### config.mk
export PLATFORM = sky130hd
export DESIGN_NAME = min_heap_priority_queue_flat
export DESIGN_NICKNAME = d
export VERILOG_FILES = /design/src/rtl/core/mhpq_pkg.sv /design/src/rtl/core/mhpq_if.sv /design/src/rtl/core/mhpq_mem.sv /design/src/rtl/core/mhpq_ctrl.sv /design/src/rtl/core/min_heap_priority_queue.sv /design/src/flat_wrapper.sv
export VERILOG_INCLUDE_DIRS = /design/src /design/src/rtl/core
export SDC_FILE = /design/constraint.sdc
export NUM_CORES = 2
export LEC_CHECK = 0
export BUFFER_PORTS_ARGS = -buffer_cell sky130_fd_sc_hd__clkbuf_2
export CORE_MARGIN = 5
export CORE_UTILIZATION = 35
export DETAILED_ROUTE_END_ITERATION = 6
export GPL_ROUTABILITY_DRIVEN = 0
export HOLD_SLACK_MARGIN = 0.12
export PLACE_DENSITY = 0.58
export SLEW_MARGIN = 5
export SYNTH_ARGS = -nofsm -noshare
export SYNTH_HDL_FRONTEND = slang
export SYNTH_HIERARCHICAL = 1
export SYNTH_SLANG_ARGS = --single-unit
### constraint.sdc
create_clock -name clk -period 16 [get_ports clk]
set_clock_uncertainty 0.2 [all_clocks]
set_input_delay 3.2 -clock clk [delete_from_list [all_inputs] [get_ports clk]]
set_output_delay 3.2 -clock clk [all_outputs]
set_load 0.005 [all_outputs]
### src/rtl/core/min_heap_priority_queue_assert.svh
// Assertion macros for the heap priority queue RTL.
`ifndef MIN_HEAP_PRIORITY_QUEUE_ASSERT_SVH
`define MIN_HEAP_PRIORITY_QUEUE_ASSERT_SVH

// Consequent must hold in the same cycle as the antecedent.
`define MHPQ_ASSERT_SAME(LABEL, CLK, RSTN, ANTE, CONS) \
	LABEL: assert property (@(posedge CLK) disable iff (!RSTN) (ANTE) |-> (CONS)) \
		else $error("mhpq: same-cycle property failed");

// Consequent must hold in the cycle after the antecedent.
`define MHPQ_ASSERT_NEXT(LABEL, CLK, RSTN, ANTE, CONS) \
	LABEL: assert property (@(posedge CLK) disable iff (!RSTN) (ANTE) |=> (CONS)) \
		else $error("mhpq: next-cycle property failed");

`endif

### src/rtl/core/mhpq_pkg.sv
// Shared opcodes, status codes and sequencer states of the heap priority queue.
package mhpq_pkg;

	localparam logic [1:0] OP_PUSH = 2'd0;
	localparam logic [1:0] OP_POP  = 2'd1;
	localparam logic [1:0] OP_PEEK = 2'd2;

	typedef enum logic [1:0] {
		ST_OK    = 2'd0,
		ST_EMPTY = 2'd1,
		ST_FULL  = 2'd2
	} status_t;

	// S_DONE_CODE is a finished transaction waiting for the output register.
	typedef enum logic [7:0] {
		S_IDLE      = 8'b00000001,
		S_UP_RD     = 8'b00000010,
		S_UP_CMP    = 8'b00000100,
		S_FETCH     = 8'b00001000,
		S_TAKE      = 8'b00010000,
		S_DN_RD     = 8'b00100000,
		S_DN_CMP    = 8'b01000000,
		S_DONE_CODE = 8'b10000000
	} seq_state_t;

endpackage

### src/rtl/core/mhpq_if.sv
// Command and response channel interfaces of the heap priority queue.
interface mhpq_cmd_if #(
	parameter int KEY_WIDTH = 32
) ();
	logic                        valid;
	logic                        ready;
	logic [1:0]                  opcode;
	logic signed [KEY_WIDTH-1:0] key_in;

	modport source (output valid, output opcode, output key_in, input ready);
	modport sink (input valid, input opcode, input key_in, output ready);
endinterface

interface mhpq_rsp_if #(
	parameter int KEY_WIDTH = 32,
	parameter int CNT_W     = 7
) ();
	logic                        valid;
	logic                        ready;
	logic signed [KEY_WIDTH-1:0] key_out;
	logic [1:0]                  status;
	logic [CNT_W-1:0]            entry_count;

	modport source (output valid, output key_out, output status, output entry_count,
		input ready);
	modport sink (input valid, input key_out, input status, input entry_count,
		output ready);
endinterface

### src/rtl/core/mhpq_mem.sv
// Key store: one write port and two registered read ports.
module mhpq_mem #(
	parameter int DEPTH = 64,
	parameter int WIDTH = 32
) (
	input  logic                     clk,
	input  logic                     we,
	input  logic [$clog2(DEPTH)-1:0] waddr,
	input  logic [WIDTH-1:0]         wdata,
	input  logic [$clog2(DEPTH)-1:0] raddr_a,
	input  logic [$clog2(DEPTH)-1:0] raddr_b,
	output logic [WIDTH-1:0]         rdata_a,
	output logic [WIDTH-1:0]         rdata_b
);

	logic [WIDTH-1:0] store [DEPTH];

	always_ff @(posedge clk) begin
		if (we) begin
			store[waddr] <= wdata;
		end
	end

	always_ff @(posedge clk) begin
		rdata_a <= store[raddr_a];
		rdata_b <= store[raddr_b];
	end

endmodule

### src/rtl/core/mhpq_ctrl.sv
// Sequencer that runs push, pop and peek against the key store.
module mhpq_ctrl #(
	parameter int CAPACITY  = 64,
	parameter int KEY_WIDTH = 32
) (
	input  logic                                clk,
	input  logic                                arst_n,
	input  logic                                cmd_valid,
	output logic                                cmd_ready,
	input  logic [1:0]                          cmd_opcode,
	input  logic signed [KEY_WIDTH-1:0]         cmd_key,
	output logic                                res_valid,
	input  logic                                res_take,
	output logic signed [KEY_WIDTH-1:0]         res_key,
	output mhpq_pkg::status_t                   res_status,
	output logic [$clog2(CAPACITY+1)-1:0]       res_count,
	output logic                                mem_we,
	output logic [$clog2(CAPACITY)-1:0]         mem_waddr,
	output logic signed [KEY_WIDTH-1:0]         mem_wdata,
	output logic [$clog2(CAPACITY)-1:0]         mem_raddr_a,
	output logic [$clog2(CAPACITY)-1:0]         mem_raddr_b,
	input  logic signed [KEY_WIDTH-1:0]         mem_rdata_a,
	input  logic signed [KEY_WIDTH-1:0]         mem_rdata_b
);
	import mhpq_pkg::*;

	localparam int ADDR_W = $clog2(CAPACITY);
	localparam int CNT_W  = $clog2(CAPACITY + 1);
	localparam int IDX_W  = CNT_W + 1;

	seq_state_t                  state_q, state_d;
	logic [ADDR_W-1:0]           idx_q, idx_d;
	logic [CNT_W-1:0]            count_q, count_d;
	logic signed [KEY_WIDTH-1:0] hold_q, hold_d;
	logic signed [KEY_WIDTH-1:0] key_q, key_d;
	status_t                     status_q, status_d;
	logic                        is_pop_q, is_pop_d;

	logic [ADDR_W-1:0]           parent;
	logic [IDX_W-1:0]            lc, rc;
	logic                        lc_ok, rc_ok, take_l, take_r;
	logic signed [KEY_WIDTH-1:0] min_l;

	assign parent = ADDR_W'((idx_q - 1'b1) >> 1);
	assign lc     = IDX_W'({idx_q, 1'b1});
	assign rc     = lc + 1'b1;
	assign lc_ok  = lc < IDX_W'(count_q);
	assign rc_ok  = rc < IDX_W'(count_q);
	assign take_l = lc_ok && (mem_rdata_a < hold_q);
	assign min_l  = take_l ? mem_rdata_a : hold_q;
	assign take_r = rc_ok && (mem_rdata_b < min_l);

	assign cmd_ready  = (state_q == S_IDLE);
	assign res_valid  = (state_q == S_DONE_CODE);
	assign res_key    = key_q;
	assign res_status = status_q;
	assign res_count  = count_q;
	assign mem_waddr  = idx_q;

	always_comb begin
		state_d     = state_q;
		idx_d       = idx_q;
		count_d     = count_q;
		hold_d      = hold_q;
		key_d       = key_q;
		status_d    = status_q;
		is_pop_d    = is_pop_q;
		mem_we      = 1'b0;
		mem_wdata   = hold_q;
		mem_raddr_a = '0;
		mem_raddr_b = '0;
		unique case (state_q)
			S_IDLE: begin
				if (cmd_valid) begin
					key_d    = '0;
					status_d = ST_OK;
					state_d  = S_DONE_CODE;
					unique case (cmd_opcode)
						OP_PUSH: begin
							if (count_q == CNT_W'(CAPACITY)) begin
								status_d = ST_FULL;
							end else begin
								hold_d  = cmd_key;
								idx_d   = ADDR_W'(count_q);
								count_d = count_q + 1'b1;
								state_d = S_UP_RD;
							end
						end
						OP_POP, OP_PEEK: begin
							if (count_q == '0) begin
								status_d = ST_EMPTY;
							end else begin
								is_pop_d = (cmd_opcode == OP_POP);
								state_d  = S_FETCH;
							end
						end
						default: begin
							status_d = ST_OK;
						end
					endcase
				end
			end
			S_UP_RD: begin
				mem_raddr_a = parent;
				if (idx_q == '0) begin
					mem_we  = 1'b1;
					state_d = S_DONE_CODE;
				end else begin
					state_d = S_UP_CMP;
				end
			end
			S_UP_CMP: begin
				mem_we = 1'b1;
				if (mem_rdata_a <= hold_q) begin
					state_d = S_DONE_CODE;
				end else begin
					// The parent moves down into the hole and the hole climbs.
					mem_wdata = mem_rdata_a;
					idx_d     = parent;
					state_d   = S_UP_RD;
				end
			end
			S_FETCH: begin
				mem_raddr_a = '0;
				mem_raddr_b = ADDR_W'(count_q - 1'b1);
				state_d     = S_TAKE;
			end
			S_TAKE: begin
				key_d   = mem_rdata_a;
				state_d = S_DONE_CODE;
				if (is_pop_q) begin
					count_d = count_q - 1'b1;
					hold_d  = mem_rdata_b;
					idx_d   = '0;
					if (count_q != CNT_W'(1)) begin
						state_d = S_DN_RD;
					end
				end
			end
			S_DN_RD: begin
				mem_raddr_a = lc_ok ? lc[ADDR_W-1:0] : '0;
				mem_raddr_b = rc_ok ? rc[ADDR_W-1:0] : '0;
				state_d     = S_DN_CMP;
			end
			S_DN_CMP: begin
				mem_we = 1'b1;
				priority if (take_r) begin
					mem_wdata = mem_rdata_b;
					idx_d     = rc[ADDR_W-1:0];
					state_d   = S_DN_RD;
				end else if (take_l) begin
					mem_wdata = mem_rdata_a;
					idx_d     = lc[ADDR_W-1:0];
					state_d   = S_DN_RD;
				end else begin
					state_d = S_DONE_CODE;
				end
			end
			S_DONE_CODE: begin
				if (res_take) begin
					state_d = S_IDLE;
				end
			end
			default: begin
				state_d = S_IDLE;
			end
		endcase
	end

	always_ff @(posedge clk or negedge arst_n) begin
		if (!arst_n) begin
			state_q <= S_IDLE;
			count_q <= '0;
		end else begin
			state_q <= state_d;
			count_q <= count_d;
		end
	end

	always_ff @(posedge clk) begin
		idx_q    <= idx_d;
		hold_q   <= hold_d;
		key_q    <= key_d;
		status_q <= status_d;
		is_pop_q <= is_pop_d;
	end

endmodule

### src/rtl/core/min_heap_priority_queue.sv
// Binary min-heap priority queue over a two-read, one-write key store; reset clears the
// sequencer and the entry count, never the key store.
// A push climbs one level per read and compare pass while its parent is larger; a pop fetches the
// root and the last key, then sinks one level per pass; peek and a pop of the last key move nothing;
// a refused command or the unused opcode goes straight to the response. One transaction at a time,
// the next taken the cycle after the response goes to the output register.
module min_heap_priority_queue #(
	parameter int CAPACITY  = 64,
	parameter int KEY_WIDTH = 32
) (
	input logic         clk,
	input logic         arst_n,
	mhpq_cmd_if.sink    cmd,
	mhpq_rsp_if.source  rsp
);
	import mhpq_pkg::*;

	localparam int ADDR_W = $clog2(CAPACITY);
	localparam int CNT_W  = $clog2(CAPACITY + 1);

	// Sequencer to store connections.
	logic                        mem_we;
	logic [ADDR_W-1:0]           mem_waddr, mem_raddr_a, mem_raddr_b;
	logic signed [KEY_WIDTH-1:0] mem_wdata, mem_rdata_a, mem_rdata_b;

	// Finished transaction offered by the sequencer.
	logic                        res_valid, res_take;
	logic signed [KEY_WIDTH-1:0] res_key;
	status_t                     res_status;
	logic [CNT_W-1:0]            res_count;

	// Output register, which lets the sequencer start the next command while the
	// previous response is still waiting for the sink.
	logic                        out_valid_q;
	logic signed [KEY_WIDTH-1:0] out_key_q;
	logic [1:0]                  out_status_q;
	logic [CNT_W-1:0]            out_count_q;

	mhpq_mem #(
		.DEPTH (CAPACITY),
		.WIDTH (KEY_WIDTH)
	) u_mem (
		.clk     (clk),
		.we      (mem_we),
		.waddr   (mem_waddr),
		.wdata   (mem_wdata),
		.raddr_a (mem_raddr_a),
		.raddr_b (mem_raddr_b),
		.rdata_a (mem_rdata_a),
		.rdata_b (mem_rdata_b)
	);

	mhpq_ctrl #(
		.CAPACITY  (CAPACITY),
		.KEY_WIDTH (KEY_WIDTH)
	) u_ctrl (
		.clk         (clk),
		.arst_n      (arst_n),
		.cmd_valid   (cmd.valid),
		.cmd_ready   (cmd.ready),
		.cmd_opcode  (cmd.opcode),
		.cmd_key     (cmd.key_in),
		.res_valid   (res_valid),
		.res_take    (res_take),
		.res_key     (res_key),
		.res_status  (res_status),
		.res_count   (res_count),
		.mem_we      (mem_we),
		.mem_waddr   (mem_waddr),
		.mem_wdata   (mem_wdata),
		.mem_raddr_a (mem_raddr_a),
		.mem_raddr_b (mem_raddr_b),
		.mem_rdata_a (mem_rdata_a),
		.mem_rdata_b (mem_rdata_b)
	);

	// The output register takes a result whenever it is empty or being drained.
	assign res_take = res_valid && (!out_valid_q || rsp.ready);

	always_ff @(posedge clk or negedge arst_n) begin
		if (!arst_n) begin
			out_valid_q <= 1'b0;
		end else if (res_take) begin
			out_valid_q <= 1'b1;
		end else if (rsp.ready) begin
			out_valid_q <= 1'b0;
		end
	end

	always_ff @(posedge clk) begin
		if (res_take) begin
			out_key_q    <= res_key;
			out_status_q <= res_status;
			out_count_q  <= res_count;
		end
	end

	assign rsp.valid       = out_valid_q;
	assign rsp.key_out     = out_key_q;
	assign rsp.status      = out_status_q;
	assign rsp.entry_count = out_count_q;

	`include "min_heap_priority_queue_assert.svh"

	// A full-heap rejection can only be reported with every slot occupied.
	`MHPQ_ASSERT_SAME(a_full_at_capacity, clk, arst_n, rsp.valid && rsp.status == ST_FULL, rsp.entry_count == CNT_W'(CAPACITY))
	// An empty-heap report carries a zero count and a zero key.
	`MHPQ_ASSERT_SAME(a_empty_is_zero, clk, arst_n, rsp.valid && rsp.status == ST_EMPTY, rsp.entry_count == '0 && rsp.key_out == '0)
	// The entry count never exceeds the store depth.
	`MHPQ_ASSERT_SAME(a_count_bound, clk, arst_n, rsp.valid, rsp.entry_count <= CNT_W'(CAPACITY))
	// In the cycle after a command transaction the sequencer is busy.
	`MHPQ_ASSERT_NEXT(a_busy_after_accept, clk, arst_n, cmd.valid && cmd.ready, !cmd.ready)

endmodule
### src/flat_wrapper.sv
// flat-port wrapper written by rule: the top's interface ports become plain ports
module min_heap_priority_queue_flat import mhpq_pkg::*;
#(
	parameter int CAPACITY  = 64,
	parameter int KEY_WIDTH = 32
)
  (clk, arst_n, cmd_valid, cmd_opcode, cmd_key_in, cmd_ready, rsp_valid, rsp_key_out, rsp_status, rsp_entry_count, rsp_ready);
  mhpq_cmd_if #(.KEY_WIDTH(KEY_WIDTH)) cmd_i ();
  mhpq_rsp_if #(.KEY_WIDTH(KEY_WIDTH)) rsp_i ();
  input logic clk;
  input logic arst_n;
  input wire logic [$bits(cmd_i.valid)-1:0] cmd_valid;
  input wire logic [$bits(cmd_i.opcode)-1:0] cmd_opcode;
  input wire logic [$bits(cmd_i.key_in)-1:0] cmd_key_in;
  output wire logic [$bits(cmd_i.ready)-1:0] cmd_ready;
  output wire logic [$bits(rsp_i.valid)-1:0] rsp_valid;
  output wire logic [$bits(rsp_i.key_out)-1:0] rsp_key_out;
  output wire logic [$bits(rsp_i.status)-1:0] rsp_status;
  output wire logic [$bits(rsp_i.entry_count)-1:0] rsp_entry_count;
  input wire logic [$bits(rsp_i.ready)-1:0] rsp_ready;
  assign cmd_i.valid = cmd_valid;
  assign cmd_i.opcode = cmd_opcode;
  assign cmd_i.key_in = cmd_key_in;
  assign cmd_ready = cmd_i.ready;
  assign rsp_valid = rsp_i.valid;
  assign rsp_key_out = rsp_i.key_out;
  assign rsp_status = rsp_i.status;
  assign rsp_entry_count = rsp_i.entry_count;
  assign rsp_i.ready = rsp_ready;
  min_heap_priority_queue #(.CAPACITY(CAPACITY), .KEY_WIDTH(KEY_WIDTH)) u_core (.clk(clk), .arst_n(arst_n), .cmd(cmd_i), .rsp(rsp_i));
endmodule
==> flow_summary_export.csv <==
group,metric,value,unit
run_status,status,"completed",
final_layout,final_cell_count_no_fill,9538,
clock_tree,cts_root_buf,"clkbuf_16",
final_layout,seqCellArea,66600,um^2
timing,finalSetupViolCount,0,
synthesis,synthFlopType,"edfxtp_1",
synthesis,yosys_warnings,6,
global_routing,grt_usage,21.6,%
floorplan,coreArea,297000,um^2
drt,firstDrtPassIters,5,
critical_path,crit_arrival,7.60,ns
drt,viasPerCell,6.23,
final_layout,final_common_cell,"edfxtp_1",
clock_tree,clkSlewWorstSetupHoldPaths,0.06,ns
timing,rsz0062_at_grt,"no",
clock_tree,insertion_delay,0.93,ns
clock_tree,postCtsResizedCells,0,
synthesis,yosysUniqueCellTypes,72,
timing,post-route-period-util,47.3,%
drt,vias,59500,
global_routing,grt_overflow_total,0,
final_layout,multi_input_area,36300,um^2
critical_path,critPathMaxFanout,64,
drt,finalWirelength,342000,um
timing,fmax,132,MHz
floorplan,fp.dieH,556,um
drt,routedWlPerCell,35.8,um
clock_tree,ctsHoldBuffers,0,
clock_tree,cts-htree-levels,4,
critical_path,crit_path_top_delay_cell,"nand3_2",
drt,ant_nets,0,
critical_path,slowest_delay,0.93,ns
placed_design,hpwl,192000,um
timing,maxSlewViolCount,0,
floorplan,rows,200,
synthesis,syn-cell-area,104000,um^2
clock_tree,clkSinkCount,2242,
floorplan,num_io_pins,81,
global_routing,grt_max_degree,100,
synthesis,synthCells,5284,
critical_path,path_class,"flip-flop to flip-flop",
global_routing,antenna_found_initial,21,
final_layout,nNetsFinal,5521,
timing,min_period,7.57,ns
critical_path,end_kind,"flip-flop",
critical_path,crit_chain,"inv_1 -> ha_1 -> nor2b_1 -> o211ai_1 -> a21oi_1 -> a211oi_1 -> nor2_4 -> buf_4 -> mux2i_1 -> ha_1 -> a21o_1 -> a21o_1 -> a2111oi_0 -> nor4_1 -> o22a_1 -> o21ai_0 -> o211ai_1 -> o21ai_4 -> buf_4 -> or3_1 -> nand3_2",
drt,drc,0,
power,peakVddDrop,0.000128,V
final_layout,fillers,26300,
floorplan,start_util,35.2,%
timing,hold_slack,0.218,ns
clock_tree,cts_buffers,231,
synthesis,syn_avg_cell_area,19.7,um^2
timing,worst_pin_slew,1.34,ns
power,leakage,34.9,nW
timing,hold_violations,0,
synthesis,synth_fp_nets,5407,
critical_path,crit_path_start_kind,"flip-flop",
global_routing,grt_pass1_wl,475000,um
floorplan,fp.dieArea,309000,um^2
synthesis,async_flop_share,0.714,%
final_layout,final_cell_mix,"edfxtp_1 (2,162), mux4_2 (1,124), mux2i_1 (239), clkbuf_16 (232), buf_4 (182)",
drt,drt_iter0_markers,7712,
flow_run,maxCapViolCount,0,
final_layout,fin_util,39.6,%
critical_path,critical_path_required,16.03,ns
final_layout,drive_above_1_share,33.8,%
worst_hold_path,min_path_type,"flip-flop to flip-flop",
clock_tree,cts_setup_buffers,0,
timing,slew_headroom,10.8,%
clock_tree,cts_tree,"done",
global_routing,grt_pass1_vias,59400,
final_layout,syn2layout_area_growth,12.7,%
placed_design,placedCellCount,9104,
timing,setup_tns,0,ns
clock_tree,cts_buffer_depth,4,
synthesis,ys_seq_area_share,63.8,%
floorplan,die_w,556,um
synthesis,synth-seq-cells,2242,
power,power.density,117,nW/um^2
placed_design,portBuffers,80,
synthesis,synth-edff-count,2162,
## worst paths after layout
path                                                          from  slack [ns]                                     end  cells past startpoint
setup / recovery              u_core/u_ctrl/mem_waddr[0]$_DFFE_PP_        8.43     u_core/u_mem/store[2][20]$_DFFE_PP_                     21
hold reg to reg            u_core/u_ctrl/res_key[16]$_SDFFCE_PN0P_        0.22        u_core/rsp.key_out[16]$_DFFE_PP_                      0
setup reg to reg              u_core/u_ctrl/mem_waddr[0]$_DFFE_PP_        8.43     u_core/u_mem/store[2][20]$_DFFE_PP_                     21
max in group asynchronous                                   arst_n       13.19    u_core/u_ctrl/state_q[0]$_DFFE_PN1P_                      1
hold / removal             u_core/u_ctrl/res_key[16]$_SDFFCE_PN0P_        0.22        u_core/rsp.key_out[16]$_DFFE_PP_                      0
min in group asynchronous                                   arst_n        2.06  u_core/u_ctrl/res_count[3]$_DFFE_PN0P_                      1
## through the flow
step	area [um^2]	power (mW)	worst slack, ns
after CTS	118000	13.8	8.49
final	118000	13.7	8.43
after floorplan	104000	7.81	10.06
after global placement	110000	8.39	8.63
after global routing	118000	14.2	7.99
after detailed placement	110000	8.39	8.49
## layout make-up
| cell class | count | share of cell area [%] |
|---|---|---|
| clock inverter | 131 | 1.20 |
| tap | 3939 | 4.19 |
| clock buffer | 291 | 5.17 |
| inverter | 76 | 0.243 |
| antenna | 12 | 0.0255 |
| timing repair buffer | 270 | 1.64 |
| multi-input combinational | 2577 | 30.9 |
| sequential | 2242 | 56.6 |
## synth_stat cells (14+ instances only)
master / number / area, um^2
a221oi_1: 14 / 123
a21oi_1: 86 / 430
o22ai_1: 59 / 369
or3_1: 33 / 206
dfxtp_1: 64 / 1280
clkbuf_1: 162 / 608
nand4_1: 17 / 106
o21ai_1: 33 / 165
mux2i_1: 239 / 2390
buf_4: 62 / 465
mux2_2: 37 / 417
nand2_1: 179 / 672
o211ai_1: 30 / 225
o21ai_0: 60 / 300
nor2b_1: 25 / 156
nand3_1: 85 / 425
mux4_2: 1124 / 25300
ha_1: 85 / 1060
inv_1: 75 / 282
dfrtp_1: 15 / 375
o221ai_1: 19 / 166
a211oi_1: 18 / 135
edfxtp_1: 2162 / 64900
nor2_1: 122 / 458
buf_1: 28 / 105
xnor2_1: 14 / 123
a22oi_1: 116 / 871
buf_2: 122 / 611
and2_1: 40 / 250
## registers in the layout, summed over array words and instances, names as in the netlist, 7 cells and up
signal                   flops
u_core/u_mem/rdata_a        32
u_core/u_ctrl/res_count      7
u_core/u_mem/store        2048
u_core/rsp.entry_count       7
u_core/u_ctrl/res_key       32
u_core/u_mem/rdata_b        32
u_core/rsp.key_out          32
u_core/u_ctrl/state_q        8
u_core/u_ctrl/hold_q        32
## kinds of logic (layout without fill, tap and decap cells)
kind of cell             Yosys count  count (layout)  synth area share (%)
multiplexers                    1401            1401                  27.0
adder cells (fa/ha/maj)           85              85                  1.02
flip-flops                      2242            2242                  63.8
buffers and inverters            465             768                  2.14
other                              0              12                     0
AND/OR/NAND/NOR                  566             566                  2.63
AO/OA/AOI/OAI                    505             505                  3.25
XOR/XNOR                          20              20                 0.168
## metal layers
layer | GRT usage (%) | up-vias | part of all wire [%]
li1 | - | 22900 | -
met3 | 5.64 | 623 | 11
met1 | 29.5 | 32400 | 39
met4 | 7.35 | 10 | 3.6
met5 | 0 | - | 0.019
met2 | 33.9 | 3510 | 46
## where the power goes
group | internal [mW] | switching, mW
clock | 3.16 | 2.29
sequential | 6.59 | 0.111
combinational | 0.576 | 1.01
total | 10.3 | 3.41
## worst max-delay path, delay by kind of cell, from the launching register on
| family | cells | cell delay [ns] |
|---|---|---|
| adders and majority gates | 2 | 0.54 |
| AOI/OAI and AO/OA | 10 | 2.26 |
| DFF | 1 | 0.71 |
| buffers and inverters | 3 | 1.19 |
| muxes | 1 | 0.31 |
| and+or+nand+nor | 5 | 1.53 |
Note: power is estimated with default switching activity, not from simulation.
